`config.mk`:
```
export PLATFORM = sky130hd
export DESIGN_NAME = asv_sqrt_cell
export DESIGN_NICKNAME = d
export VERILOG_FILES = /design/src/sv/asv_pkg.sv /design/src/sv/asv_sqrt_cell.sv
export SDC_FILE = /design/constraint.sdc
export NUM_CORES = 1
export LEC_CHECK = 0
export BUFFER_PORTS_ARGS = -buffer_cell sky130_fd_sc_hd__buf_4
export CORE_AREA = 4 4 263 265
export DETAILED_ROUTE_END_ITERATION = 12
export DIE_AREA = 0 0 267 269
export PLACE_DENSITY = 0.38
export SYNTH_ARGS = -nofsm -noshare
export SYNTH_HDL_FRONTEND = slang
export SYNTH_SLANG_ARGS = --single-unit
```
`constraint.sdc`:
```
create_clock -name i_clk -period 5.2 [get_ports i_clk]
set_input_delay 0.52 -clock i_clk [delete_from_list [all_inputs] [get_ports i_clk]]
set_output_delay 0.52 -clock i_clk [all_outputs]
set_load 0.005 [all_outputs]
```
`src/sv/asv_pkg.sv`:
```
// shared types, constants and the division step for the arrive steering pipeline
package asv_pkg;

    localparam int DataW   = 32;
    localparam int RegW    = 31;
    localparam int CfgIdxW = 2;
    localparam int Lanes   = 3;
    localparam int MagW    = 33;
    localparam int SqW     = 2 * MagW;
    localparam int RadW    = 66;
    localparam int RootW   = 33;
    localparam int RemW    = RootW + 2;
    localparam int SqSteps = RadW / 2;
    localparam int QuoW    = 31;
    localparam int DvW     = 33;
    localparam int DivSteps = QuoW;
    localparam int HalfW   = 16;
    localparam int PartW   = HalfW + RegW;
    localparam int PmW     = PartW + 1;

    // register indexes
    localparam logic [CfgIdxW-1:0] CFG_ARRIVE_RADIUS = 2'd0;
    localparam logic [CfgIdxW-1:0] CFG_MAX_SPEED     = 2'd1;
    localparam logic [CfgIdxW-1:0] CFG_WEIGHT        = 2'd2;

    // register reset values
    localparam logic [RegW-1:0] RST_ARRIVE_RADIUS = 31'd327680;
    localparam logic [RegW-1:0] RST_MAX_SPEED     = 31'd655360;
    localparam logic [RegW-1:0] RST_WEIGHT        = 31'd65536;

    // output clamp limits
    localparam logic [DataW-1:0] SAT_MAX = 32'h7FFF_FFFF;
    localparam logic [DataW-1:0] SAT_MIN = 32'h8000_0000;
    localparam logic [PmW-1:0]   POS_LIM = PmW'(32'h7FFF_FFFF);
    localparam logic [PmW-1:0]   NEG_LIM = PmW'(33'h1_0000_0000 >> 1);

    typedef struct packed {
        logic signed [DataW-1:0] target_x;
        logic signed [DataW-1:0] target_y;
        logic signed [DataW-1:0] target_z;
        logic signed [DataW-1:0] agent_x;
        logic signed [DataW-1:0] agent_y;
        logic signed [DataW-1:0] agent_z;
        logic signed [DataW-1:0] cur_vx;
        logic signed [DataW-1:0] cur_vy;
        logic signed [DataW-1:0] cur_vz;
    } t_in_item;

    typedef struct packed {
        logic signed [DataW-1:0] new_vx;
        logic signed [DataW-1:0] new_vy;
        logic signed [DataW-1:0] new_vz;
        logic                    saturated;
    } t_out_item;

    // per-item data carried down the pipeline
    typedef struct packed {
        logic [Lanes-1:0][MagW-1:0]  mag;
        logic [Lanes-1:0]            neg;
        logic [Lanes-1:0][DataW-1:0] cur;
        logic                        zero;
    } t_vec_pay;

    typedef struct packed {
        logic [RadW-1:0]  rad;
        logic [RemW-1:0]  rem;
        logic [RootW-1:0] root;
        t_vec_pay         pay;
    } t_sq_st;

    typedef struct packed {
        logic [DvW-1:0]   rem;
        logic [QuoW-1:0]  sh;
        logic [RootW-1:0] d;
        logic             fast;
        t_vec_pay         pay;
    } t_spd_st;

    typedef struct packed {
        logic [Lanes-1:0][DvW-1:0]  rem;
        logic [Lanes-1:0][QuoW-1:0] sh;
        logic [RootW-1:0]           d;
        logic [QuoW-1:0]            speed;
        t_vec_pay                   pay;
    } t_vd_st;

    typedef struct packed {
        logic [DvW-1:0]  rem;
        logic [QuoW-1:0] sh;
    } t_div_res;

    // one restoring division step: dividend bit shifts out, quotient bit shifts in
    function automatic t_div_res div_step(logic [DvW-1:0] rem, logic [QuoW-1:0] sh,
                                          logic [DvW-1:0] dv);
        t_div_res   r;
        logic [DvW:0] t;
        t = {rem, sh[QuoW-1]};
        if (t >= {1'b0, dv}) begin
            r.rem = DvW'(t - {1'b0, dv});
            r.sh  = {sh[QuoW-2:0], 1'b1};
        end else begin
            r.rem = t[DvW-1:0];
            r.sh  = {sh[QuoW-2:0], 1'b0};
        end
        return r;
    endfunction

endpackage

```
`src/sv/asv_sqrt_cell.sv`:
```
// one digit cell of the pipelined square root
module asv_sqrt_cell (
    input  logic            i_clk,
    input  logic            i_rst_n,
    input  logic            i_en,
    input  logic            i_vld,
    input  asv_pkg::t_sq_st i_st,
    output logic            o_vld,
    output asv_pkg::t_sq_st o_st
);
    import asv_pkg::*;

    logic [RemW+1:0] t;
    logic [RemW+1:0] trial;
    t_sq_st          n_st;
    t_sq_st          r_st;
    logic            r_vld;

    // bring in two radicand bits and try the next root bit
    always_comb begin
        n_st       = i_st;
        t          = {i_st.rem, i_st.rad[RadW-1 -: 2]};
        trial      = {2'b00, i_st.root, 2'b01};
        n_st.rad   = {i_st.rad[RadW-3:0], 2'b00};
        if (t >= trial) begin
            n_st.rem  = RemW'(t - trial);
            n_st.root = {i_st.root[RootW-2:0], 1'b1};
        end else begin
            n_st.rem  = t[RemW-1:0];
            n_st.root = {i_st.root[RootW-2:0], 1'b0};
        end
    end

    // valid flag
    always_ff @(posedge i_clk) begin
        if (!i_rst_n) begin
            r_vld <= 1'b0;
        end else if (i_en) begin
            r_vld <= i_vld;
        end
    end

    // cell state
    always_ff @(posedge i_clk) begin
        if (i_en) begin
            r_st <= n_st;
        end
    end

    assign o_vld = r_vld;
    assign o_st  = r_st;

endmodule

```
==> summary.md <==
| Metric | Value |
|---|---|
| Worst skew pair latency | `0.54 ns` |
| Fraction of registers with async set/reset | `0` |
| Fin nets | `approximately 1800` |
| Pwr dens | `361 nW/um^2` |
| WP data required | `roughly 5.5 ns` |
| Hold_ws | `0.138 ns` |
| Post-CTS setup buffers | `0` |
| CTS tree | `yes` |
| Count of cell types in the netlist | `48` |
| Fraction of layout cells with a size suffix above 1 | `0.507` |
| Final Skew | `0 ns` |
| Gp weighted congestion | `roughly 0.76` |
| Largest family of logic cells by synthesized area | `compound AO/OA/AOI/OAI gates` |
| First drt pass iteration count | `5` |
| Tcrit/Tclk final | `0.663` |
| Slew Limit Fails | `0` |
| Critical Path AT | `roughly 3.7 ns` |
| DR iter-0 viols | `between 500 and 600` |
| Most used cell, CP | `o211ai_1` |
| Fmax | `between 0.2 and 0.3 GHz` |
| Max VDD drop | `0.205 mV` |
| # IOs | `671` |
| DRC Markers | `0` |
| Die W | `around 270 um` |
| Sequential area share after synthesis | `0.808` |
| Post-cts resize count | `0` |
| Yosys top cell area share | `0.806` |
| HPWL after DPL | `between 40 and 50 mm` |
| Core ar. | `around 67000 um^2` |
| Sum of negative setup slack | `0 ns` |
| Hold Path Class | `input port to flip-flop` |
| Wire length per cell | `around 22 um` |
| Largest net degree at the start of global routing | `102` |
| Sequential Area | `9960 um^2` |
| Post-Synth Simple-Gate Area | `0.0406` |
| Syn_area_per_cell | `17.3 um^2` |
| Worst Max-Slew Pin Slew | `0.953 ns` |
| Adder-cell share of the synthesized area | `0.0355` |
| Yosys reg bits | `332` |
| Setup violations, final | `0` |
| Final non-filler cell total | `~2300` |
| TritonCTS buffer count | `42` |
| Critical path capture point type | `flip-flop` |
| Hold buffers post-CTS | `0` |
| Max incr delay on CP | `~0.8 ns` |
| Via density | `between 3 and 4` |
| Root Driver | `clkbuf_16` |
| Max Cap Viol | `0` |
| Total GRT Usage | `0.133` |
| Initial Util | `0.185` |
| XOR/XNOR share of the synthesized area | `0.0234` |
| Congestion Overflow GR | `0` |
| Antenna viol nets, final | `0` |
| Die area | `around 70000 um^2` |
| Count leader, synth | `edfxtp_1` |
| CTS sink cnt | `between 300 and 400` |
| Hold Violations, Final | `0` |
| Final WL | `slightly above 50 mm` |
| Synth-to-Final Area Change | `60.0%` |
| Slowest CP cell | `o211ai_4` |
| Setup Crit Path Kind | `input port to flip-flop` |
| DR vias | `just under 9000` |
| Critical path launch point type | `input port` |
| Yosys warns | `0` |
| Multi-input gate area | `2130 um^2` |
| Leakage | `approximately 8.3 nW` |
| H-tree levels | `2` |
| Die Span Y | `269 um` |
| Synthesized cell area | `12300 um^2` |
| Mux cell area share after synthesis | `0.00284` |
| Post-synth EDFFs | `331` |
| Site row count | `95` |
| Buf+Inv Stages, Crit Path | `3` |
| Synth top area cells | `edfxtp_1, ha_1, nand2_1, a21oi_1, inv_1` |
| Initial antenna violation count | `19` |
| Fillers | `between 6000 and 7000` |
| Vias in the first global route | `9133` |
| Final min period | `approximately 3.4 ns` |
| Top Family by Delay on Critical Path | `compound AO/OA/AOI/OAI gates` |
| Slew HR | `0.362` |
| Worst-path fanout max | `34` |
| Post-synth top area cell | `edfxtp_1` |
| CP Cell Sequence | `buf_4 > inv_1 > ha_1 > o21a_1 > o211ai_1 > a311o_1 > o211ai_1 > o211ai_1 > a211oi_1 > o211ai_4 > buf_4 > o21ai_1` |
| RSZ-0062 raised after global routing | `no` |
| Top cells by count, synth | `edfxtp_1, nand2_1, inv_1` |
| Inst Count DP | `~2200` |
| Global-route wire length before repair | `between 60 and 70 mm` |
| CTS clock-pin slew for the worst setup and hold paths | `~0.060 ns` |
| Post-synthesis compound-gate area fraction | `0.0690` |
| Top_reg_cell synth | `edfxtp_1` |
| Outcome | `finished clean` |
| Syn Inst Count | `about 710` |
| PortBufs | `between 600 and 700` |
| Max clock buf depth | `3` |
layer usage:
layer  GRT usage  share of wire  vias up
li1            -              -     4114
met5           0         0.0033        -
met4      0.0371          0.026       30
met3      0.0741           0.12       88
met2       0.245           0.52      385
met1       0.128           0.33     4298
cells in the final DEF, fill, tap and decap left out, types with 8 or more instances in the layout:
cell type	count
a21o_1	19
a21oi_1	37
buf_4	670
clkbuf_1	12
clkbuf_16	43
clkinv_1	10
edfxtp_1	331
ha_1	35
inv_1	43
nand2_1	59
nand3_1	8
nor2_1	21
o21ai_0	13
o21ai_1	29
xnor2_1	16
xor2_1	17
worst reg2reg max path, stage by stage, from the launching register on:
cell and delay [ns]:
dfxtp_1 0.31, mux2i_1 0.12, nor2b_1 0.06
final timing paths:
check | startpoint | endpoint | slack (ns) | cells past startpoint
max | i_st[199] | o_st[244] | 1.75 | 12
min reg2reg | o_vld | o_vld | 0.52 | 2
min | i_st[86] | o_st[86] | 0.14 | 1
max reg2reg | o_vld | o_vld | 4.62 | 2
kinds of logic (layout without fill, tap and decap cells):
family	after synthesis	count (layout)
buffers and inverters	57	792
AOI/OAI and AO/OA	136	136
and+or+nand+nor	114	114
adders and majority gates	35	35
xor gates and xnor gates	33	33
DFF	332	332
muxes	3	3
other	1	6
layout make-up:
type                            count  area share
Antenna cell                        4    0.000507
Clock buffer                       55      0.0568
Clock inverter                     21     0.00869
Inverter                           43     0.00818
Multi-Input combinational cell    323       0.108
Sequential cell                   332       0.505
Tap cell                          873      0.0554
Timing Repair Buffer              673       0.258
report_power, final:
group          internal (mW)  switching [mW]
clock                   1.62            1.15
combinational          0.558           0.495
sequential              3.23          0.0680
flip-flops by register name, indices dropped and copies added (netlist names):
| register | count |
|---|---|
| o_st | 331 |
| o_vld | 1 |
stage by stage:
stage          setup slack (ns)  power, mW  instance area, um^2   util
2_1_floorplan              2.12       3.64                12300      -
3_3_place_gp               1.12       4.44                18400  0.276
3_5_place_dp               1.08       4.44                18400  0.276
4_1_cts                    1.69       7.31                19700  0.295
5_1_grt                    1.45       7.49                19700  0.295
6_report                   1.75       7.12                19700  0.295
No activity file was read; power rests on OpenSTA's default activity.
