<file path="config.mk">
export PLATFORM = sky130hd
export DESIGN_NAME = asv_vdiv_cell
export DESIGN_NICKNAME = d
export VERILOG_FILES = /design/src/sv/asv_pkg.sv /design/src/sv/asv_vdiv_cell.sv
export SDC_FILE = /design/constraint.sdc
export NUM_CORES = 1
export LEC_CHECK = 0
export ABC_CLOCK_PERIOD_IN_PS = 2800
export BUFFER_PORTS_ARGS = -buffer_cell sky130_fd_sc_hd__buf_2
export CORE_AREA = 8 8 351 353
export CTS_CLUSTER_DIAMETER = 40
export CTS_CLUSTER_SIZE = 30
export DETAILED_ROUTE_END_ITERATION = 16
export DIE_AREA = 0 0 359 361
export GPL_TIMING_DRIVEN = 1
export SYNTH_ARGS = -nofsm -noshare
export SYNTH_HDL_FRONTEND = slang
export SYNTH_SLANG_ARGS = --single-unit
</file>
<file path="constraint.sdc">
create_clock -name i_clk -period 2.8 [get_ports i_clk]
set_input_delay 0.14 -clock i_clk [delete_from_list [all_inputs] [get_ports i_clk]]
set_output_delay 0.14 -clock i_clk [all_outputs]
set_load 0.05 [all_outputs]
</file>
<file path="src/sv/asv_pkg.sv">
// shared types, constants and the division step for the arrive steering pipeline
package asv_pkg;

    localparam int DataW   = 32;
    localparam int RegW    = 31;
    localparam int CfgIdxW = 2;
    localparam int Lanes   = 3;
    localparam int MagW    = 33;
    localparam int SqW     = 2 * MagW;
    localparam int RadW    = 66;
    localparam int RootW   = 33;
    localparam int RemW    = RootW + 2;
    localparam int SqSteps = RadW / 2;
    localparam int QuoW    = 31;
    localparam int DvW     = 33;
    localparam int DivSteps = QuoW;
    localparam int HalfW   = 16;
    localparam int PartW   = HalfW + RegW;
    localparam int PmW     = PartW + 1;

    // register indexes
    localparam logic [CfgIdxW-1:0] CFG_ARRIVE_RADIUS = 2'd0;
    localparam logic [CfgIdxW-1:0] CFG_MAX_SPEED     = 2'd1;
    localparam logic [CfgIdxW-1:0] CFG_WEIGHT        = 2'd2;

    // register reset values
    localparam logic [RegW-1:0] RST_ARRIVE_RADIUS = 31'd327680;
    localparam logic [RegW-1:0] RST_MAX_SPEED     = 31'd655360;
    localparam logic [RegW-1:0] RST_WEIGHT        = 31'd65536;

    // output clamp limits
    localparam logic [DataW-1:0] SAT_MAX = 32'h7FFF_FFFF;
    localparam logic [DataW-1:0] SAT_MIN = 32'h8000_0000;
    localparam logic [PmW-1:0]   POS_LIM = PmW'(32'h7FFF_FFFF);
    localparam logic [PmW-1:0]   NEG_LIM = PmW'(33'h1_0000_0000 >> 1);

    typedef struct packed {
        logic signed [DataW-1:0] target_x;
        logic signed [DataW-1:0] target_y;
        logic signed [DataW-1:0] target_z;
        logic signed [DataW-1:0] agent_x;
        logic signed [DataW-1:0] agent_y;
        logic signed [DataW-1:0] agent_z;
        logic signed [DataW-1:0] cur_vx;
        logic signed [DataW-1:0] cur_vy;
        logic signed [DataW-1:0] cur_vz;
    } t_in_item;

    typedef struct packed {
        logic signed [DataW-1:0] new_vx;
        logic signed [DataW-1:0] new_vy;
        logic signed [DataW-1:0] new_vz;
        logic                    saturated;
    } t_out_item;

    // per-item data carried down the pipeline
    typedef struct packed {
        logic [Lanes-1:0][MagW-1:0]  mag;
        logic [Lanes-1:0]            neg;
        logic [Lanes-1:0][DataW-1:0] cur;
        logic                        zero;
    } t_vec_pay;

    typedef struct packed {
        logic [RadW-1:0]  rad;
        logic [RemW-1:0]  rem;
        logic [RootW-1:0] root;
        t_vec_pay         pay;
    } t_sq_st;

    typedef struct packed {
        logic [DvW-1:0]   rem;
        logic [QuoW-1:0]  sh;
        logic [RootW-1:0] d;
        logic             fast;
        t_vec_pay         pay;
    } t_spd_st;

    typedef struct packed {
        logic [Lanes-1:0][DvW-1:0]  rem;
        logic [Lanes-1:0][QuoW-1:0] sh;
        logic [RootW-1:0]           d;
        logic [QuoW-1:0]            speed;
        t_vec_pay                   pay;
    } t_vd_st;

    typedef struct packed {
        logic [DvW-1:0]  rem;
        logic [QuoW-1:0] sh;
    } t_div_res;

    // one restoring division step: dividend bit shifts out, quotient bit shifts in
    function automatic t_div_res div_step(logic [DvW-1:0] rem, logic [QuoW-1:0] sh,
                                          logic [DvW-1:0] dv);
        t_div_res   r;
        logic [DvW:0] t;
        t = {rem, sh[QuoW-1]};
        if (t >= {1'b0, dv}) begin
            r.rem = DvW'(t - {1'b0, dv});
            r.sh  = {sh[QuoW-2:0], 1'b1};
        end else begin
            r.rem = t[DvW-1:0];
            r.sh  = {sh[QuoW-2:0], 1'b0};
        end
        return r;
    endfunction

endpackage

</file>
<file path="src/sv/asv_vdiv_cell.sv">
// one quotient-bit cell of the three-lane direction divider
module asv_vdiv_cell (
    input  logic            i_clk,
    input  logic            i_rst_n,
    input  logic            i_en,
    input  logic            i_vld,
    input  asv_pkg::t_vd_st i_st,
    output logic            o_vld,
    output asv_pkg::t_vd_st o_st
);
    import asv_pkg::*;

    t_vd_st   n_st;
    t_vd_st   r_st;
    t_div_res res [Lanes];
    logic     r_vld;

    // each lane divides by the distance
    always_comb begin
        n_st = i_st;
        for (int i = 0; i < Lanes; i++) begin
            res[i]      = div_step(i_st.rem[i], i_st.sh[i], i_st.d);
            n_st.rem[i] = res[i].rem;
            n_st.sh[i]  = res[i].sh;
        end
    end

    // valid flag
    always_ff @(posedge i_clk) begin
        if (!i_rst_n) begin
            r_vld <= 1'b0;
        end else if (i_en) begin
            r_vld <= i_vld;
        end
    end

    // cell state
    always_ff @(posedge i_clk) begin
        if (i_en) begin
            r_st <= n_st;
        end
    end

    assign o_vld = r_vld;
    assign o_st  = r_st;

endmodule

</file>
==> results of run 1 <==
-- area by class of cell --
| class | instances | share of cell area, % |
|---|---|---|
| diodes | 30 | 0.2017 |
| clock buffers | 108 | 6.632 |
| clock inverters | 69 | 1.997 |
| inverters | 70 | 0.7294 |
| multi-input cells | 940 | 17.82 |
| flip-flops and latches | 456 | 36.76 |
| well taps | 1536 | 5.163 |
| repair buffers | 1653 | 30.70 |
-- worst paths after layout --
path                            startpoint         to  depth (start not counted)
worst max-delay path             i_st[389]  o_st[417]                         11
worst min-delay path             i_st[324]  o_st[389]                          4
worst max register to register       o_vld      o_vld                          3
worst min register to register       o_vld      o_vld                          3
-- critical path: stages --
cell	delay, ns
dlygate4sd3_1	0.54
buf_2	0.15
fa_2	0.37
a211oi_2	0.22
o21ai_1	0.14
a32oi_2	0.34
o211ai_2	0.18
a32o_1	0.32
o2111a_1	0.26
or3_1	0.30
a31o_1	0.21
-- sequential cells by signal, indices dropped and copies added (netlist names) --
register and cells:
o_st 455, o_vld 1
-- power by group through the flow --
stage	sequential [mW]	combinational [mW]	clock (mW)
after floorplan	11.0	1.47	0
after CTS	8.58	7.18	11.6
final	8.57	7.17	11.4
after global placement	8.70	6.52	0
after detailed placement	8.68	6.54	0
after global routing	8.63	7.54	11.9
-- synthesized netlist by cell type, drive strengths merged, types with 5 or more instances --
cell type	number
edfxtp	455
a21oi	151
nor2	126
ha	99
nand2	72
o21ai	72
inv	70
xnor2	47
a21o	41
xor2	27
nand3	26
buf	22
nor3	22
clkbuf	21
nand4	20
mux2	19
o21bai	17
o21a	16
and3	14
a211oi	13
o211ai	13
nor2b	10
a2111oi	9
a31oi	9
and2	9
nand2b	9
nor4	8
and4	7
o31ai	6
a21boi	5
a311oi	5
a31o	5
o211a	5
-- through the flow --
step                      std cells  setup TNS [ns]  worst slack (ns)  cell area [µm²]
after floorplan                1509               0          0.009434            20620
after global placement         4197          -26.42           -0.3629            29150
after CTS                      4827               0          0.006060            36890
after detailed placement       4197          -28.53           -0.3966            29150
after global routing           4844        -0.04483          -0.03186            37180
final                          4862               0           0.02312            37220
-- timing repair --
item	in CTS	in global routing
buffers inserted	0	3
gates resized for setup	0	43
endpoints found under the hold margin	483	1
hold buffers	453	1
setup endpoints to repair	0	87
-- cells by family after synthesis --
| group | after synthesis | synth area share [%] |
|---|---|---|
| buffers and inverters | 113 | 2.330 |
| and+or+nand+nor | 338 | 7.803 |
| adders and majority gates | 102 | 6.298 |
| xor gates and xnor gates | 74 | 3.143 |
| muxes | 22 | 1.183 |
| AOI/OAI and AO/OA | 404 | 12.89 |
| DFF | 456 | 66.36 |
-- routing by layer --
metal  share of wire [%]  GRT usage (%)  up-vias
met1                  35          19.87     9921
li1                    -              -     9305
met3                  11          9.983      259
met4                 4.7          7.483       34
met2                  49          35.16      975
met5                0.16              0        -
==> metrics.md, run 1 <==
| Metric | Value |
|---|---|
| Worst vdd ir | 0.5137 mV |
| Placer Congestion | 0.9492 |
| Yosys warns | 0 |
| Synth unique cells | 82 |
| Mapped cell area | 20620 µm² |
| Nets | 3777 |
| Worst-path clk slew | 0.05 ns |
| Crit end category | flip-flop |
| FILL cells | 11920 |
| GRT Overall Usage | 19.82% |
| Sequential Power Share | 31.6% |
| Share of layout cells above drive strength 1 | 42.99% |
| Initial antenna violation count | 69 |
| Net switching power | 9.258 mW |
| Register area | 13680 µm² |
| Final hold viol count | 0 |
| Clk root buf | clkbuf_16 |
| DIE AREA | 129600 µm² |
| Setup crit start kind | primary input |
| Detail-routed via count per cell | 4.215 |
| Synth-to-layout area growth | 80.51% |
| Initial Utilization | 17.56% |
| Tot Pwr | 27.11 mW |
| Drt wl/cell | 27.76 µm |
| Synth Flop Type | edfxtp_1 |
| Crit Path Category | in2reg |
| PwrDens | 728.3 nW/µm² |
| Largest net degree at the start of global routing | 85 |
| Drt first pass iters | 5 |
| Most frequent cells in the layout | buf_2, edfxtp_1, dlygate4sd3_1, buf_4, a21oi_1 |
| Worst slew margin | 60.71% |
| Sequential area share after synthesis | 66.36% |
| Post-synth top area share | 66.26% |
| Die height | 361 µm |
| Clock Latency Late Sink | 0.66 ns |
| MaxCap Viol Count | 0 |
| Final setup fails | 0 |
| Commonest non-fill, non-tap cell in the layout | buf_2 |
| Final hold slack | 0.06323 ns |
| Synth Instances | 1509 |
| Post-route ant nets | 0 |
| Final Core Density | 31.69% |
| Core Box Area | 117500 µm² |
| Multi-input gate area in the final layout | 6634 µm² |
| R2r setup slk | 1.65 ns |
| Skew final | 0 ns |
| DR DRC count | 0 |
| Buffers on Ports | 914 |
| Lkg Pwr | 16.07 nW |
| Synth Register Bits | 456 |
| Ports | 915 |
| Die W | 359 µm |
| Cell-internal power | 17.85 mW |
| Site row count | 126 |
| RSZ-0062 raised after global routing | true |
| Post-synth EDFFs | 455 |
| Final Max Tran Viols | 0 |
| Max Fclk | 0.3601 GHz |
| WL final | 135.0 mm |
| First-pass GRT wire length | 178.9 mm |
| Total CTS buffers | 95 |
| Number of global-route vias before repair | 21330 |
| Part of the power in the clock network | 41.9% |
| Highest net fanout along the worst path | 3 |
| Largest area contributor in the netlist | edfxtp_1 |
| CTS Buffer Depth | 3 |
| DR iter-0 viols | 1402 |
| Status | complete, no violations |
| Final Cycle Share | 99.17% |
| CTS tree | built |
| Vias post-DR | 20490 |
| DP HPWL | 112.8 mm |
| Clock net sink count | 456 |
| Syn avg cell area | 13.67 µm² |
| Largest cells by area after synthesis | edfxtp_1, ha_1, a21oi_1 |
| Worst Hold Class | in2reg |
| Combinational power share | 26.4% |
| Critical path data required time | 3.20 ns |
| GRT overflow | 0 |
| Syn Nets | 2070 |
| Final Critical Period | 2.777 ns |
| Ys async rst share | 0% |
| Worst Tran Pin Value | 0.5831 ns |
| # H-tree levels | 3 |
| Sw Share | 34.15% |
| Worst endpoint data arrival time | 3.18 ns |
Power figures use the tool's default switching activity.
==> run 2: changes to the inputs <==
--- a/config.mk
+++ b/config.mk
@@ -5,13 +5,13 @@
 export SDC_FILE = /design/constraint.sdc
 export NUM_CORES = 1
 export LEC_CHECK = 0
-export ABC_CLOCK_PERIOD_IN_PS = 2800
+export ABC_CLOCK_PERIOD_IN_PS = 3250
 export BUFFER_PORTS_ARGS = -buffer_cell sky130_fd_sc_hd__buf_2
-export CORE_AREA = 8 8 351 353
+export CORE_AREA = 8 8 349 351
 export CTS_CLUSTER_DIAMETER = 40
 export CTS_CLUSTER_SIZE = 30
 export DETAILED_ROUTE_END_ITERATION = 16
-export DIE_AREA = 0 0 359 361
+export DIE_AREA = 0 0 357 359
 export GPL_TIMING_DRIVEN = 1
 export SYNTH_ARGS = -nofsm -noshare
 export SYNTH_HDL_FRONTEND = slang
==> constraint.sdc (replaced) <==
create_clock -name i_clk -period 3.25 [get_ports i_clk]
set_input_delay 0.1625 -clock i_clk [delete_from_list [all_inputs] [get_ports i_clk]]
set_output_delay 0.1625 -clock i_clk [all_outputs]
set_load 0.05 [all_outputs]
==> run 2 against run 1 <==
  * Sequential share of layout area increased by 1.5 points
  * Setup slack improved by 0.086 ns
  * Die area decreased by 1.1%
  * Critical path depth increased by 4
  * Largest cell class unchanged
  * Non-clock buffer count decreased by 179
  * Register-to-register slack improved by 0.45 ns
  * Routed wire length increased by 0.94%
  * Sequential power decreased by 14%
  * Clock skew unchanged
  * Core utilization decreased by 1.1 points
  * Cell count decreased by 3.6%
  * Cell area decreased by 4.0%
==> metrics.md, run 2 (synthesis gave the netlist of run 1 again) <==
| Metric | Value |
|---|---|
| Critical path data required time | 3.66 ns (+0.46 ns) |
| Drt first pass iters | 5 (unchanged) |
| Ports | 915 (unchanged) |
| CTS tree | built |
| DP HPWL | 113.0 mm (+0.16%) |
| Commonest non-fill, non-tap cell in the layout | buf_2 |
| Crit-path max cell delay | 0.62 ns (+0.08 ns) |
| Top cell by count, worst path | inv_1 |
| Post-route ant nets | 0 (unchanged) |
| Worst endpoint data arrival time | 3.55 ns (+0.37 ns) |
| Part of the power in the clock network | 43.0% (+1.1 points) |
| Final Max Tran Viols | 0 (unchanged) |
| Worst slew margin | 52.47% (-8.2 points) |
| CTS Buffer Depth | 3 (unchanged) |
| Share of layout cells above drive strength 1 | 38.97% (-4.0 points) |
| RSZ-0062 raised after global routing | true |
| Vias post-DR | 19980 (-2.5%) |
| Tot Pwr | 23.28 mW (-14%) |
| DR DRC count | 0 (unchanged) |
| Worst Tran Pin Value | 0.6949 ns (+0.1118 ns) |
| Most frequent cells in the layout | buf_2, dlygate4sd3_1, edfxtp_1, a21oi_1, nor2_1 |
| Highest net fanout along the worst path | 4 (+1) |
| Design area | 35750 µm² (-4.0%) |
| Net switching power | 7.998 mW (-14%) |
| # H-tree levels | 3 (unchanged) |
| Initial Utilization | 17.68% (+0.12 points) |
| Worst reg-to-reg path cell count | 3 (unchanged) |
| Worst vdd ir | 0.4285 mV (-17%) |
| Combinational power share | 25.2% (-1.2 points) |
| Final setup fails | 0 (unchanged) |
| Die W | 357 µm (-0.56%) |
| Worst-path clk slew | 0.04 ns (about the same) |
| Clock net sink count | 456 (unchanged) |
| Hold Crit Depth | 4 (unchanged) |
| Number of global-route vias before repair | 20790 (-2.5%) |
| Detail-routed via count per cell | 4.265 (+1.2%) |
| Clock Latency Late Sink | 0.65 ns (about the same) |
| Nets | 3598 (-4.7%) |
| Placer Congestion | 0.9095 (-4.2%) |
| PwrDens | 651.2 nW/µm² (-11%) |
| Critical-path cell list | dlygate4sd3_1, buf_2, inv_1, ha_1, inv_1, fa_1, a211oi_2, o21ai_1, a32oi_2, buf_4, o211ai_2, a32o_2, o2111a_1, or3_1, a31o_1 |
| Core Box Area | 116700 µm² (-0.67%) |
| Total CTS buffers | 95 (unchanged) |
| DIE AREA | 128200 µm² (-1.1%) |
| Worst reg2reg startpoint | o_vld |
| Final Cycle Share | 96.66% |
| Crit Path Category | in2reg |
| CP max stage cell | dlygate4sd3_1 |
| GRT Overall Usage | 20.32% (+0.50 points) |
| MaxCap Viol Count | 0 (unchanged) |
| DR iter-0 viols | 1466 (+4.6%) |
| Cell-internal power | 15.28 mW (-14%) |
| Setup TNS | 0 ns (unchanged) |
| Final hold viol count | 0 (unchanged) |
| Sw Share | 34.36% (+0.21 points) |
| Largest net degree at the start of global routing | 96 (+13%) |
| Final Critical Period | 3.141 ns |
| Lkg Pwr | 15.20 nW (-5.5%) |
| Hold Path End | o_st[386] |
| GRT overflow | 0 (unchanged) |
| Skew final | 0 ns (unchanged) |
| First-pass GRT wire length | 179.7 mm (+0.43%) |
| Status | complete, no violations |
| Max Fclk | 0.3183 GHz |
| Placed Area | 27800 µm² (-4.6%) |
| Clk root buf | clkbuf_16 |
| R2r setup slk | 2.10 ns (+0.45 ns) |
| Worst Hold Launch | i_st[388] |
| Worst Hold Class | in2reg |
| Site row count | 126 (unchanged) |
| Setup crit start kind | primary input |
| RR Endpoint | o_vld |
| Sequential Power Share | 31.7% (about the same) |
| Crit end category | flip-flop |
| WL final | 136.3 mm (+0.94%) |
| Die height | 359 µm (-0.55%) |
| Drt wl/cell | 29.09 µm (+4.8%) |
| Synth-to-layout area growth | 73.36% |
| Final hold slack | 0.1890 ns (+0.1258 ns) |
| Max FFs per register | 455 (unchanged) |
| Initial antenna violation count | 71 (+2.9%) |
| Buffers on Ports | 914 (unchanged) |
-- run 2: how the worst max path moves through the flow --
| stage | from | endpoint | slack, ns | cells after the start |
|---|---|---|---|---|
| after floorplan | i_st[324] | o_st[417] | 0.40 | 12 |
| after global placement | i_st[230] | o_st[447] | 0.008 | 14 |
| after detailed placement | i_st[230] | o_st[447] | -0.03 | 14 |
| after CTS | i_st[230] | o_st[451] | 0.16 | 15 |
| after global routing | i_st[230] | o_st[451] | -0.01 | 15 |
| final | i_st[324] | o_st[417] | 0.11 | 15 |
-- run 2: metal layers --
metal,vias up,global-route usage (%),part of all wire (%)
met5,-,0,0.16
met4,34,8.951,5.0
met3,265,8.387,10
met2,979,34.96,48
met1,9780,21.73,36
li1,8924,-,-
-- run 2: worst max-delay path, delay by kind of cell --
kind / cells / cell delay, ns
fa+ha+maj: 2 / 0.54
simple gates: 1 / 0.31
compound gates: 7 / 1.47
buf+inv: 5 / 1.06
-- run 2: power by group through the flow --
| stage | clock, mW | sequential [mW] | combinational [mW] |
|---|---|---|---|
| after global placement | 0 | 7.49 | 5.36 |
| after detailed placement | 0 | 7.48 | 5.36 |
| after global routing | 10.5 | 7.44 | 6.17 |
| final | 10.0 | 7.38 | 5.88 |
| after CTS | 10.2 | 7.39 | 5.93 |
| after floorplan | 0 | 9.46 | 1.26 |
-- run 2: through the flow --
step / cells / setup WS (ns) / utilization (%)
after floorplan: 1509 / 0.4007 / -
after global placement: 4020 / 0.007718 / 23.83
after detailed placement: 4020 / -0.03192 / 23.83
after CTS: 4653 / 0.1602 / 30.56
after global routing: 4670 / -0.01409 / 30.61
final: 4685 / 0.1087 / 30.64
-- run 2: timing repair --
item / 4_1_cts / 5_1_grt
gates resized for setup: 0 / 5
endpoints found under the setup margin: 0 / 20
hold endpoints to repair: 498 / 0
hold buffers: 455 / 0
buffers inserted: 0 / 1
-- run 2: layout make-up --
cell class / count / area (µm²)
well taps: 1536 / 1922
fillers: 11860 / 80910
multi-input cells: 940 / 6469
clock inverters: 78 / 853.3
diodes: 31 / 77.57
repair buffers: 1474 / 10040
flip-flops and latches: 456 / 13680
clock buffers: 100 / 2439
inverters: 70 / 265.3
