`config.mk`:
```
export PLATFORM = sky130hd
export DESIGN_NAME = asv_spd_cell
export DESIGN_NICKNAME = d
export VERILOG_FILES = /design/src/sv/asv_pkg.sv /design/src/sv/asv_spd_cell.sv
export SDC_FILE = /design/constraint.sdc
export NUM_CORES = 1
export LEC_CHECK = 0
export BUFFER_PORTS_ARGS = -buffer_cell sky130_fd_sc_hd__buf_4
export CAP_MARGIN = 30
export CORE_AREA = 2 2 244 246
export DETAILED_ROUTE_END_ITERATION = 16
export DIE_AREA = 0 0 246 248
export PLACE_DENSITY = 0.49
export SYNTH_ARGS = -nofsm -noshare
export SYNTH_HDL_FRONTEND = slang
export SYNTH_SLANG_ARGS = --single-unit
```
`constraint.sdc`:
```
create_clock -name i_clk -period 2.9 [get_ports i_clk]
set_clock_uncertainty 0.2 [all_clocks]
set_input_delay 0.435 -clock i_clk [delete_from_list [all_inputs] [get_ports i_clk]]
set_output_delay 0.435 -clock i_clk [all_outputs]
set_load 0.05 [all_outputs]
```
`src/sv/asv_pkg.sv`:
```
// shared types, constants and the division step for the arrive steering pipeline
package asv_pkg;

    localparam int DataW   = 32;
    localparam int RegW    = 31;
    localparam int CfgIdxW = 2;
    localparam int Lanes   = 3;
    localparam int MagW    = 33;
    localparam int SqW     = 2 * MagW;
    localparam int RadW    = 66;
    localparam int RootW   = 33;
    localparam int RemW    = RootW + 2;
    localparam int SqSteps = RadW / 2;
    localparam int QuoW    = 31;
    localparam int DvW     = 33;
    localparam int DivSteps = QuoW;
    localparam int HalfW   = 16;
    localparam int PartW   = HalfW + RegW;
    localparam int PmW     = PartW + 1;

    // register indexes
    localparam logic [CfgIdxW-1:0] CFG_ARRIVE_RADIUS = 2'd0;
    localparam logic [CfgIdxW-1:0] CFG_MAX_SPEED     = 2'd1;
    localparam logic [CfgIdxW-1:0] CFG_WEIGHT        = 2'd2;

    // register reset values
    localparam logic [RegW-1:0] RST_ARRIVE_RADIUS = 31'd327680;
    localparam logic [RegW-1:0] RST_MAX_SPEED     = 31'd655360;
    localparam logic [RegW-1:0] RST_WEIGHT        = 31'd65536;

    // output clamp limits
    localparam logic [DataW-1:0] SAT_MAX = 32'h7FFF_FFFF;
    localparam logic [DataW-1:0] SAT_MIN = 32'h8000_0000;
    localparam logic [PmW-1:0]   POS_LIM = PmW'(32'h7FFF_FFFF);
    localparam logic [PmW-1:0]   NEG_LIM = PmW'(33'h1_0000_0000 >> 1);

    typedef struct packed {
        logic signed [DataW-1:0] target_x;
        logic signed [DataW-1:0] target_y;
        logic signed [DataW-1:0] target_z;
        logic signed [DataW-1:0] agent_x;
        logic signed [DataW-1:0] agent_y;
        logic signed [DataW-1:0] agent_z;
        logic signed [DataW-1:0] cur_vx;
        logic signed [DataW-1:0] cur_vy;
        logic signed [DataW-1:0] cur_vz;
    } t_in_item;

    typedef struct packed {
        logic signed [DataW-1:0] new_vx;
        logic signed [DataW-1:0] new_vy;
        logic signed [DataW-1:0] new_vz;
        logic                    saturated;
    } t_out_item;

    // per-item data carried down the pipeline
    typedef struct packed {
        logic [Lanes-1:0][MagW-1:0]  mag;
        logic [Lanes-1:0]            neg;
        logic [Lanes-1:0][DataW-1:0] cur;
        logic                        zero;
    } t_vec_pay;

    typedef struct packed {
        logic [RadW-1:0]  rad;
        logic [RemW-1:0]  rem;
        logic [RootW-1:0] root;
        t_vec_pay         pay;
    } t_sq_st;

    typedef struct packed {
        logic [DvW-1:0]   rem;
        logic [QuoW-1:0]  sh;
        logic [RootW-1:0] d;
        logic             fast;
        t_vec_pay         pay;
    } t_spd_st;

    typedef struct packed {
        logic [Lanes-1:0][DvW-1:0]  rem;
        logic [Lanes-1:0][QuoW-1:0] sh;
        logic [RootW-1:0]           d;
        logic [QuoW-1:0]            speed;
        t_vec_pay                   pay;
    } t_vd_st;

    typedef struct packed {
        logic [DvW-1:0]  rem;
        logic [QuoW-1:0] sh;
    } t_div_res;

    // one restoring division step: dividend bit shifts out, quotient bit shifts in
    function automatic t_div_res div_step(logic [DvW-1:0] rem, logic [QuoW-1:0] sh,
                                          logic [DvW-1:0] dv);
        t_div_res   r;
        logic [DvW:0] t;
        t = {rem, sh[QuoW-1]};
        if (t >= {1'b0, dv}) begin
            r.rem = DvW'(t - {1'b0, dv});
            r.sh  = {sh[QuoW-2:0], 1'b1};
        end else begin
            r.rem = t[DvW-1:0];
            r.sh  = {sh[QuoW-2:0], 1'b0};
        end
        return r;
    endfunction

endpackage

```
`src/sv/asv_spd_cell.sv`:
```
// one quotient-bit cell of the speed divider
module asv_spd_cell (
    input  logic                    i_clk,
    input  logic                    i_rst_n,
    input  logic                    i_en,
    input  logic [asv_pkg::DvW-1:0] i_dv,
    input  logic                    i_vld,
    input  asv_pkg::t_spd_st        i_st,
    output logic                    o_vld,
    output asv_pkg::t_spd_st        o_st
);
    import asv_pkg::*;

    t_spd_st  n_st;
    t_spd_st  r_st;
    t_div_res res;
    logic     r_vld;

    // one step against the slowing radius
    always_comb begin
        n_st     = i_st;
        res      = div_step(i_st.rem, i_st.sh, i_dv);
        n_st.rem = res.rem;
        n_st.sh  = res.sh;
    end

    // valid flag
    always_ff @(posedge i_clk) begin
        if (!i_rst_n) begin
            r_vld <= 1'b0;
        end else if (i_en) begin
            r_vld <= i_vld;
        end
    end

    // cell state
    always_ff @(posedge i_clk) begin
        if (i_en) begin
            r_st <= n_st;
        end
    end

    assign o_vld = r_vld;
    assign o_st  = r_st;

endmodule

```
==> impl_metrics.env, run 1 <==
export IMPL_slowest_delay_ns=0.59
export IMPL_drt_initial_drc_count=417
export IMPL_tightestPinTransition_ns=0.6286
export IMPL_syn_area_um2=11340
export IMPL_pwr_share_seq=0.388
export IMPL_wl_mm=52.18
export IMPL_route_detailed_drc=0
export IMPL_num_vias=9974
export IMPL_clkLatencyLatePin_ns=0.53
export IMPL_cp_max_fo=7
export IMPL_die_area_um2=61010
export IMPL_grt_max_degree=64
export IMPL_final_cell_mix="buf_4, edfxtp_1, dlygate4sd3_1"
export IMPL_final_period_utilization=0.9768
export IMPL_p_int_mw=9.428
export IMPL_cp_end_kind="flip-flop"
export IMPL_postPlaceCellArea_um2=18080
export IMPL_p_total_mw=13.69
export IMPL_leakagePower_nw=9.647
export IMPL_r2r_cells=3
export IMPL_drive_above_1_share=0.4943
export IMPL_fmax_ghz=0.3530
export IMPL_max_slew_margin=0.5810
export IMPL_yosys_warnings=0
export IMPL_ys_types=63
export IMPL_htree_num_levels=2
export IMPL_cts_sinks=298
export IMPL_dpl_cell_count=2163
export IMPL_cts_buffers=37
export IMPL_mostFrequentLayoutCell="buf_4"
export IMPL_synth_net_count=1018
export IMPL_hold_viol_final=0
export IMPL_path_cells="dlygate4sd3_1 -> ha_4 -> nand2_1 -> or3_4 -> nor4_2 -> a21oi_1 -> a21boi_2 -> o21ai_4 -> clkbuf_16 -> mux2_4"
export IMPL_wl_per_cell_um=20.67
export IMPL_clkSlewWorstSetupHoldPaths_ns=0.06
export IMPL_cp_start_kind="input port"
export IMPL_synth_edf_count=297
export IMPL_status="finished, final reports clean"
export IMPL_cp_num_cells=10
export IMPL_antenna_left=0
export IMPL_timing_hold_ws_ns=0.05230
export IMPL_syn_area_per_cell_um2=17.45
export IMPL_num_io_pins=632
export IMPL_worst_path_buf_inv=2
export IMPL_switching_share=0.3116
export IMPL_post_dp_hpwl_mm=40.27
export IMPL_die_width_um=246
export IMPL_root_buffer="clkbuf_16"
export IMPL_p_sw_mw=4.267
export IMPL_hold_path_depth=3
export IMPL_multiInputGateArea_um2=2367
export IMPL_crit_required_ns=2.98
export IMPL_gp_congestion=0.8574
export IMPL_setup_viol=0
export IMPL_clkPwrFrac=0.341
export IMPL_grt_usage=0.1585
export IMPL_num_rows=89
export IMPL_vdd_drop_max_v=0.0004659
export IMPL_async_flop_share=0
export IMPL_arrival_ns=2.92
export IMPL_ff_latch_area_um2=8939
export IMPL_crit_type="input port to flip-flop"
export IMPL_power_density_nw_per_um2=613.0
export IMPL_floorplan_initialDensity=0.1941
export IMPL_n_fill_cell=5528
export IMPL_seq_area_frac_synth=0.7879
export IMPL_firstDrtPassIters=5
export IMPL_pwr_share_comb=0.271
export IMPL_grt_pass1_vias=10400
export IMPL_core_area_um2=58460
export IMPL_nNetsFinal=2089
export IMPL_io_buffer_count=631
export IMPL_cap_violations=0
export IMPL_syn_to_final_growth_pct=96.92
export IMPL_rsz0062_at_grt="yes"
export IMPL_tns_ns=0
export IMPL_grt_overflow=0
export IMPL_fin_cells=2524
export IMPL_clockBufferDepth=3
export IMPL_vias_per_cell=3.952
export IMPL_cp_slowest_cell="dlygate4sd3_1"
export IMPL_ys_seq_elements=298
export IMPL_die_y_um=248
export IMPL_ys_flop_type="edfxtp_1"
export IMPL_hold_class="input port to flip-flop"
export IMPL_final_min_clock_period_ns=2.833
export IMPL_syn_instance_count=650
export IMPL_final_cell_area_um2=22340
export IMPL_antenna_found_initial=13
export IMPL_cts_tree="yes"
export IMPL_drv_slew=0
export IMPL_path_delay_family="buffers and inverters"
export IMPL_grt_pass1_wl_mm=70.06
cell type report:
cell class / instances / share of cell area
clock buffers: 44 / 0.04357
multi-input cells: 299 / 0.1060
clock inverters: 22 / 0.01075
diodes: 3 / 0.0003360
well taps: 773 / 0.04329
inverters: 44 / 0.007953
repair buffers: 1041 / 0.3880
flip-flops and latches: 298 / 0.4001
cell usage after synthesis (3+ instances only):
master / count / area [um^2]
nand2b_1: 4 / 25.02
nand2_1: 22 / 82.58
xor2_1: 12 / 105.1
nor3_1: 5 / 25.02
buf_2: 5 / 25.02
o21ai_0: 13 / 65.06
o21a_1: 5 / 37.54
a21o_1: 17 / 127.6
and3_1: 7 / 43.79
inv_1: 44 / 165.2
or3_1: 3 / 18.77
mux2_1: 8 / 90.09
edfxtp_1: 297 / 8919
a21oi_1: 48 / 240.2
xnor2_1: 18 / 157.7
nand4_1: 4 / 25.02
o21bai_1: 5 / 37.54
ha_1: 33 / 412.9
mux2_2: 5 / 56.30
nor2_1: 36 / 135.1
nand3_1: 6 / 30.03
timing repair:
action,CTS,global route
setup buffers,0,13
hold endpoints to repair,278,0
hold buffers,279,0
endpoints found under the setup margin,2,15
resized for setup,2,18
cloned,0,2
pin swaps,0,14
power groups by stage:
stage	Combinational (mW)	Sequential [mW]	Clock, mW
final	3.71	5.31	4.67
after global routing	3.88	5.35	5.01
after CTS	3.68	5.32	4.85
after detailed placement	3.33	5.40	0
after global placement	3.33	5.40	0
after floorplan	0.499	6.70	0
state kept, by name, indices dropped and copies added (netlist names):
signal,count
o_st,297
o_vld,1
path summary, 6_finish.rpt:
| kind | slack [ns] | endpoint | from |
|---|---|---|---|
| worst max-delay path | 0.07 | o_st[275] | i_st[291] |
| worst min-delay path | 0.05 | o_st[274] | i_st[273] |
| worst max register to register | 1.55 | o_vld | o_vld |
| worst min register to register | 0.89 | o_vld | o_vld |
worst register-to-register path: stages, from the launching register on:
cell	delay (ns)
dfxtp_1	0.31
mux2i_1	0.12
nor2b_1	0.06
dlygate4sd3_1	0.55
through the flow:
| stage | setup WS, ns | util |
|---|---|---|
| after floorplan | -0.1561 | - |
| after global placement | -0.5951 | 0.3093 |
| after detailed placement | -0.6208 | 0.3093 |
| after CTS | -0.0001541 | 0.3780 |
| after global routing | -0.02305 | 0.3821 |
| final | 0.06736 | 0.3821 |
routing by layer:
metal	wire length, um	vias up	global-route usage
li1	-	4641	-
met1	19220	4851	0.1742
met2	26620	377	0.2796
met3	4104	87	0.05266
met4	2124	18	0.06631
met5	116	-	0
logic make-up (layout without fill, tap and decap cells):
group,count (synthesis),count (layout),synth area share
DFF,298,298,0.7879
and+or+nand+nor,96,96,0.03959
muxes,16,16,0.01599
AOI/OAI and AO/OA,123,123,0.07511
xor gates and xnor gates,30,30,0.02316
adders and majority gates,34,34,0.03816
buffers and inverters,53,1151,0.02007
other,0,3,0
Power figures use the tool's default switching activity.
==> run 2, diff against run 1 <==
--- a/config.mk
+++ b/config.mk
@@ -7,10 +7,11 @@
 export LEC_CHECK = 0
 export BUFFER_PORTS_ARGS = -buffer_cell sky130_fd_sc_hd__buf_4
 export CAP_MARGIN = 30
-export CORE_AREA = 2 2 244 246
+export CORE_AREA = 2 2 248 250
+export CTS_BUF_LIST = sky130_fd_sc_hd__clkbuf_2
 export DETAILED_ROUTE_END_ITERATION = 16
-export DIE_AREA = 0 0 246 248
-export PLACE_DENSITY = 0.49
+export DIE_AREA = 0 0 250 252
+export PLACE_DENSITY = 0.48
 export SYNTH_ARGS = -nofsm -noshare
 export SYNTH_HDL_FRONTEND = slang
 export SYNTH_SLANG_ARGS = --single-unit
==> run 2 against run 1 <==
Compared with the run above: the run now fails in clock tree synthesis; area after synthesis stayed put; synthesized cell count is the same.
==> impl_metrics.env, run 2 <==
export IMPL_synthXorXnorAreaFrac=0.02316
export IMPL_dpl_cell_count=2145
export IMPL_ys_types=63
export IMPL_yosys_area_share_adder=0.03816
export IMPL_gp_congestion=0.8381
export IMPL_synthMuxAreaShare=0.01599
export IMPL_status="aborted with a tool error"
export IMPL_post_dp_hpwl_mm=38.53
export IMPL_synth_edf_count=297
export IMPL_dp_slack_ns=-0.5671
export IMPL_floorplan_initialDensity=0.1887
export IMPL_cts_buffers=88
export IMPL_post_cts_resized=0
export IMPL_synth_top_cell_area_share=0.7861
export IMPL_synth_simple_area_share=0.03959
export IMPL_die_y_um=252
export IMPL_root_buffer="clkbuf_2"
export IMPL_num_rows=90
export IMPL_synth_top_area_cell="edfxtp_1"
export IMPL_ys_flop_type="edfxtp_1"
export IMPL_synth_area_leaders="edfxtp_1, ha_1, a21oi_1, inv_1, xnor2_1"
export IMPL_htree_num_levels=3
export IMPL_cts_sinks=298
export IMPL_cts_setup_buffers=0
export IMPL_syn_area_per_cell_um2=17.45
export IMPL_synth_top_family_by_area="compound AO/OA/AOI/OAI gates"
export IMPL_die_width_um=250
export IMPL_stop_stage="clock tree synthesis"
export IMPL_synth_compound_area_frac=0.07511
export IMPL_ctsHoldBuffers=462
export IMPL_synth_net_count=1018
export IMPL_synth_most_common_cell="edfxtp_1"
export IMPL_num_io_pins=632
export IMPL_yosys_warnings=0
export IMPL_async_flop_share=0
export IMPL_syn_area_um2=11340
export IMPL_clockBufferDepth=3
export IMPL_syn_instance_count=650
export IMPL_synth_common_cells="edfxtp_1, a21oi_1, inv_1"
export IMPL_ys_seq_elements=298
export IMPL_seq_area_frac_synth=0.7879
export IMPL_io_buffer_count=631
export IMPL_firstError="[ERROR RSZ-0060] Max buffer count reached."
## run 2: cell counts after synthesis
No cell type changed its count.
## run 2: cell families after synthesis
group	Yosys count
flip-flops	298
AND/OR/NAND/NOR	96
AO/OA/AOI/OAI	123
adder cells (fa/ha/maj)	34
XOR/XNOR	30
buffers and inverters	53
multiplexers	16
## run 2: stage by stage
stage          cell area, um^2  utilization  hold WS, ns  TNS (ns)
2_1_floorplan            11460            -       0.3339   -0.3493
3_3_place_gp             17850       0.2969       0.3110    -10.87
3_5_place_dp             17850       0.2969       0.3220    -12.20
==> run 3, diff against run 2 <==
--- a/config.mk
+++ b/config.mk
@@ -7,11 +7,10 @@
 export LEC_CHECK = 0
 export BUFFER_PORTS_ARGS = -buffer_cell sky130_fd_sc_hd__buf_4
 export CAP_MARGIN = 30
-export CORE_AREA = 2 2 248 250
-export CTS_BUF_LIST = sky130_fd_sc_hd__clkbuf_2
+export CORE_AREA = 2 2 245 247
 export DETAILED_ROUTE_END_ITERATION = 16
-export DIE_AREA = 0 0 250 252
-export PLACE_DENSITY = 0.48
+export DIE_AREA = 0 0 247 249
+export PLACE_DENSITY_LB_ADDON = 0.15
 export SYNTH_ARGS = -nofsm -noshare
 export SYNTH_HDL_FRONTEND = slang
 export SYNTH_SLANG_ARGS = --single-unit
==> constraint.sdc (replaced) <==
create_clock -name i_clk -period 3.8 [get_ports i_clk]
set_clock_uncertainty 0.2 [all_clocks]
set_input_delay 0.57 -clock i_clk [delete_from_list [all_inputs] [get_ports i_clk]]
set_output_delay 0.57 -clock i_clk [all_outputs]
set_load 0.05 [all_outputs]
==> run 3 against run 2 <==
Compared with the run above: the flow now finishes without violations.
==> impl_metrics.env, run 3 (synthesis results as in run 1) <==
export IMPL_status="finished, final reports clean"
export IMPL_antenna_left=0
export IMPL_post_dp_hpwl_mm=38.93
export IMPL_fin_cells=2407
export IMPL_wl_per_cell_um=20.59
export IMPL_drive_above_1_share=0.4474
export IMPL_floorplan_initialDensity=0.1933
export IMPL_r2r_cells=2
export IMPL_cts_tree="yes"
export IMPL_drt_initial_drc_count=390
export IMPL_post_cts_resized=0
export IMPL_cap_violations=0
export IMPL_clkLatencyLatePin_ns=0.55
export IMPL_timing_rr_start="o_vld"
export IMPL_nNetsFinal=1966
export IMPL_crit_required_ns=3.90
export IMPL_vias_per_cell=3.888
export IMPL_fmax_ghz=0.3163
export IMPL_final_period_utilization=0.8320
export IMPL_tns_ns=0
export IMPL_die_y_um=249
export IMPL_hold_class="input port to flip-flop"
export IMPL_gp_congestion=0.8150
export IMPL_r2r_end="o_vld"
export IMPL_leakagePower_nw=8.944
export IMPL_cp_num_cells=14
export IMPL_firstDrtPassIters=4
export IMPL_grt_pass1_wl_mm=69.35
export IMPL_grt_max_degree=86
export IMPL_grt_overflow=0
export IMPL_core_area_um2=58690
export IMPL_hold_viol_final=0
export IMPL_slowest_delay_ns=0.45
export IMPL_grt_usage=0.1552
export IMPL_final_cell_mix="buf_4, edfxtp_1, dlygate4sd3_1"
export IMPL_num_io_pins=632
export IMPL_cts_setup_buffers=0
export IMPL_setup_viol=0
export IMPL_clkSlewWorstSetupHoldPaths_ns=0.06
export IMPL_r2r_slack_ns=2.99
export IMPL_cp_end_kind="flip-flop"
export IMPL_critPathCapture="o_st[296]"
export IMPL_mostFrequentLayoutCell="buf_4"
export IMPL_die_width_um=247
export IMPL_clockBufferDepth=3
export IMPL_htree_num_levels=2
export IMPL_hold_path_depth=2
export IMPL_power_density_nw_per_um2=477.8
export IMPL_final_min_clock_period_ns=3.162
export IMPL_antenna_found_initial=11
export IMPL_drv_slew=0
export IMPL_arrival_ns=3.27
export IMPL_cts_buffers=38
export IMPL_root_buffer="clkbuf_16"
export IMPL_num_rows=89
export IMPL_crit_path_start="i_st[263]"
export IMPL_vdd_drop_max_v=0.0003398
export IMPL_dpl_cell_count=2068
export IMPL_path_delay_family="compound AO/OA/AOI/OAI gates"
export IMPL_grt_pass1_vias=9916
export IMPL_wl_mm=49.56
export IMPL_largest_reg_flops=297
export IMPL_cp_slowest_cell="fa_1"
export IMPL_tightestPinTransition_ns=0.7976
export IMPL_rsz0062_at_grt="no"
export IMPL_cts_sinks=298
export IMPL_die_area_um2=61500
export IMPL_cp_max_fo=3
export IMPL_io_buffer_count=631
export IMPL_n_fill_cell=5787
export IMPL_syn_to_final_growth_pct=85.65
export IMPL_timing_hold_ws_ns=0.04096
export IMPL_route_detailed_drc=0
export IMPL_max_slew_margin=0.4683
export IMPL_path_cells="buf_4 -> inv_1 -> ha_1 -> inv_1 -> fa_1 -> a21o_1 -> a221oi_2 -> o211ai_1 -> a21o_1 -> a211oi_2 -> buf_4 -> o311ai_1 -> xor2_1 -> mux2_2"
export IMPL_crit_type="input port to flip-flop"
export IMPL_num_vias=9359
export IMPL_cp_start_kind="input port"
export IMPL_worst_path_buf_inv=4
run 3: layout make-up:
| type | count | area (um^2) | area share |
|---|---|---|---|
| multi-input cells | 299 | 2178 | 0.1034 |
| clock buffers | 47 | 984.7 | 0.04675 |
| flip-flops and latches | 298 | 8939 | 0.4244 |
| diodes | 7 | 17.52 | 0.0008317 |
| clock inverters | 22 | 185.2 | 0.008792 |
| well taps | 773 | 967.2 | 0.04592 |
| repair buffers | 917 | 7625 | 0.3620 |
| inverters | 44 | 165.2 | 0.007842 |
run 3: layer usage:
layer / vias up / track usage / wire [um]
met4: 8 / 0.04647 / 1124
li1: 4405 / - / -
met1: 4530 / 0.1701 / 18540
met3: 60 / 0.04406 / 3632
met5: - / 0 / 53
met2: 356 / 0.2866 / 26210
run 3: timing repair:
item,in CTS,in global routing
hold buffers,263,0
endpoints found under the hold margin,263,0
endpoints found under the setup margin,0,0
run 3: how the worst min path moves through the flow:
| stage | end | startpoint | slack (ns) |
|---|---|---|---|
| floorplan | o_st[0] | i_st[0] | 0.47 |
| global placement | o_vld | o_vld | 0.31 |
| detailed placement | o_vld | o_vld | 0.32 |
| CTS | o_vld | i_rst_n | 0.005 |
| global route | o_vld | i_rst_n | 0.02 |
| finish | o_vld | i_rst_n | 0.04 |
run 3: metrics by stage:
| stage | power, mW | area [um^2] | util | setup WS (ns) |
|---|---|---|---|---|
| after floorplan | 5.472 | 11340 | - | 0.5542 |
| after global placement | 6.502 | 17240 | 0.2938 | 0.1248 |
| after detailed placement | 6.500 | 17240 | 0.2938 | 0.06280 |
| after CTS | 10.24 | 21040 | 0.3586 | 0.6699 |
| after global routing | 10.49 | 21060 | 0.3588 | 0.5147 |
| final | 10.06 | 21060 | 0.3589 | 0.6384 |
run 3: report_power, final:
| group | switching, mW | total [mW] | internal (mW) | leakage (nW) |
|---|---|---|---|---|
| clock network | 1.48 | 3.41 | 1.93 | 0.563 |
| registers | 0.0890 | 4.05 | 3.96 | 2.92 |
| logic | 1.64 | 2.60 | 0.959 | 5.47 |
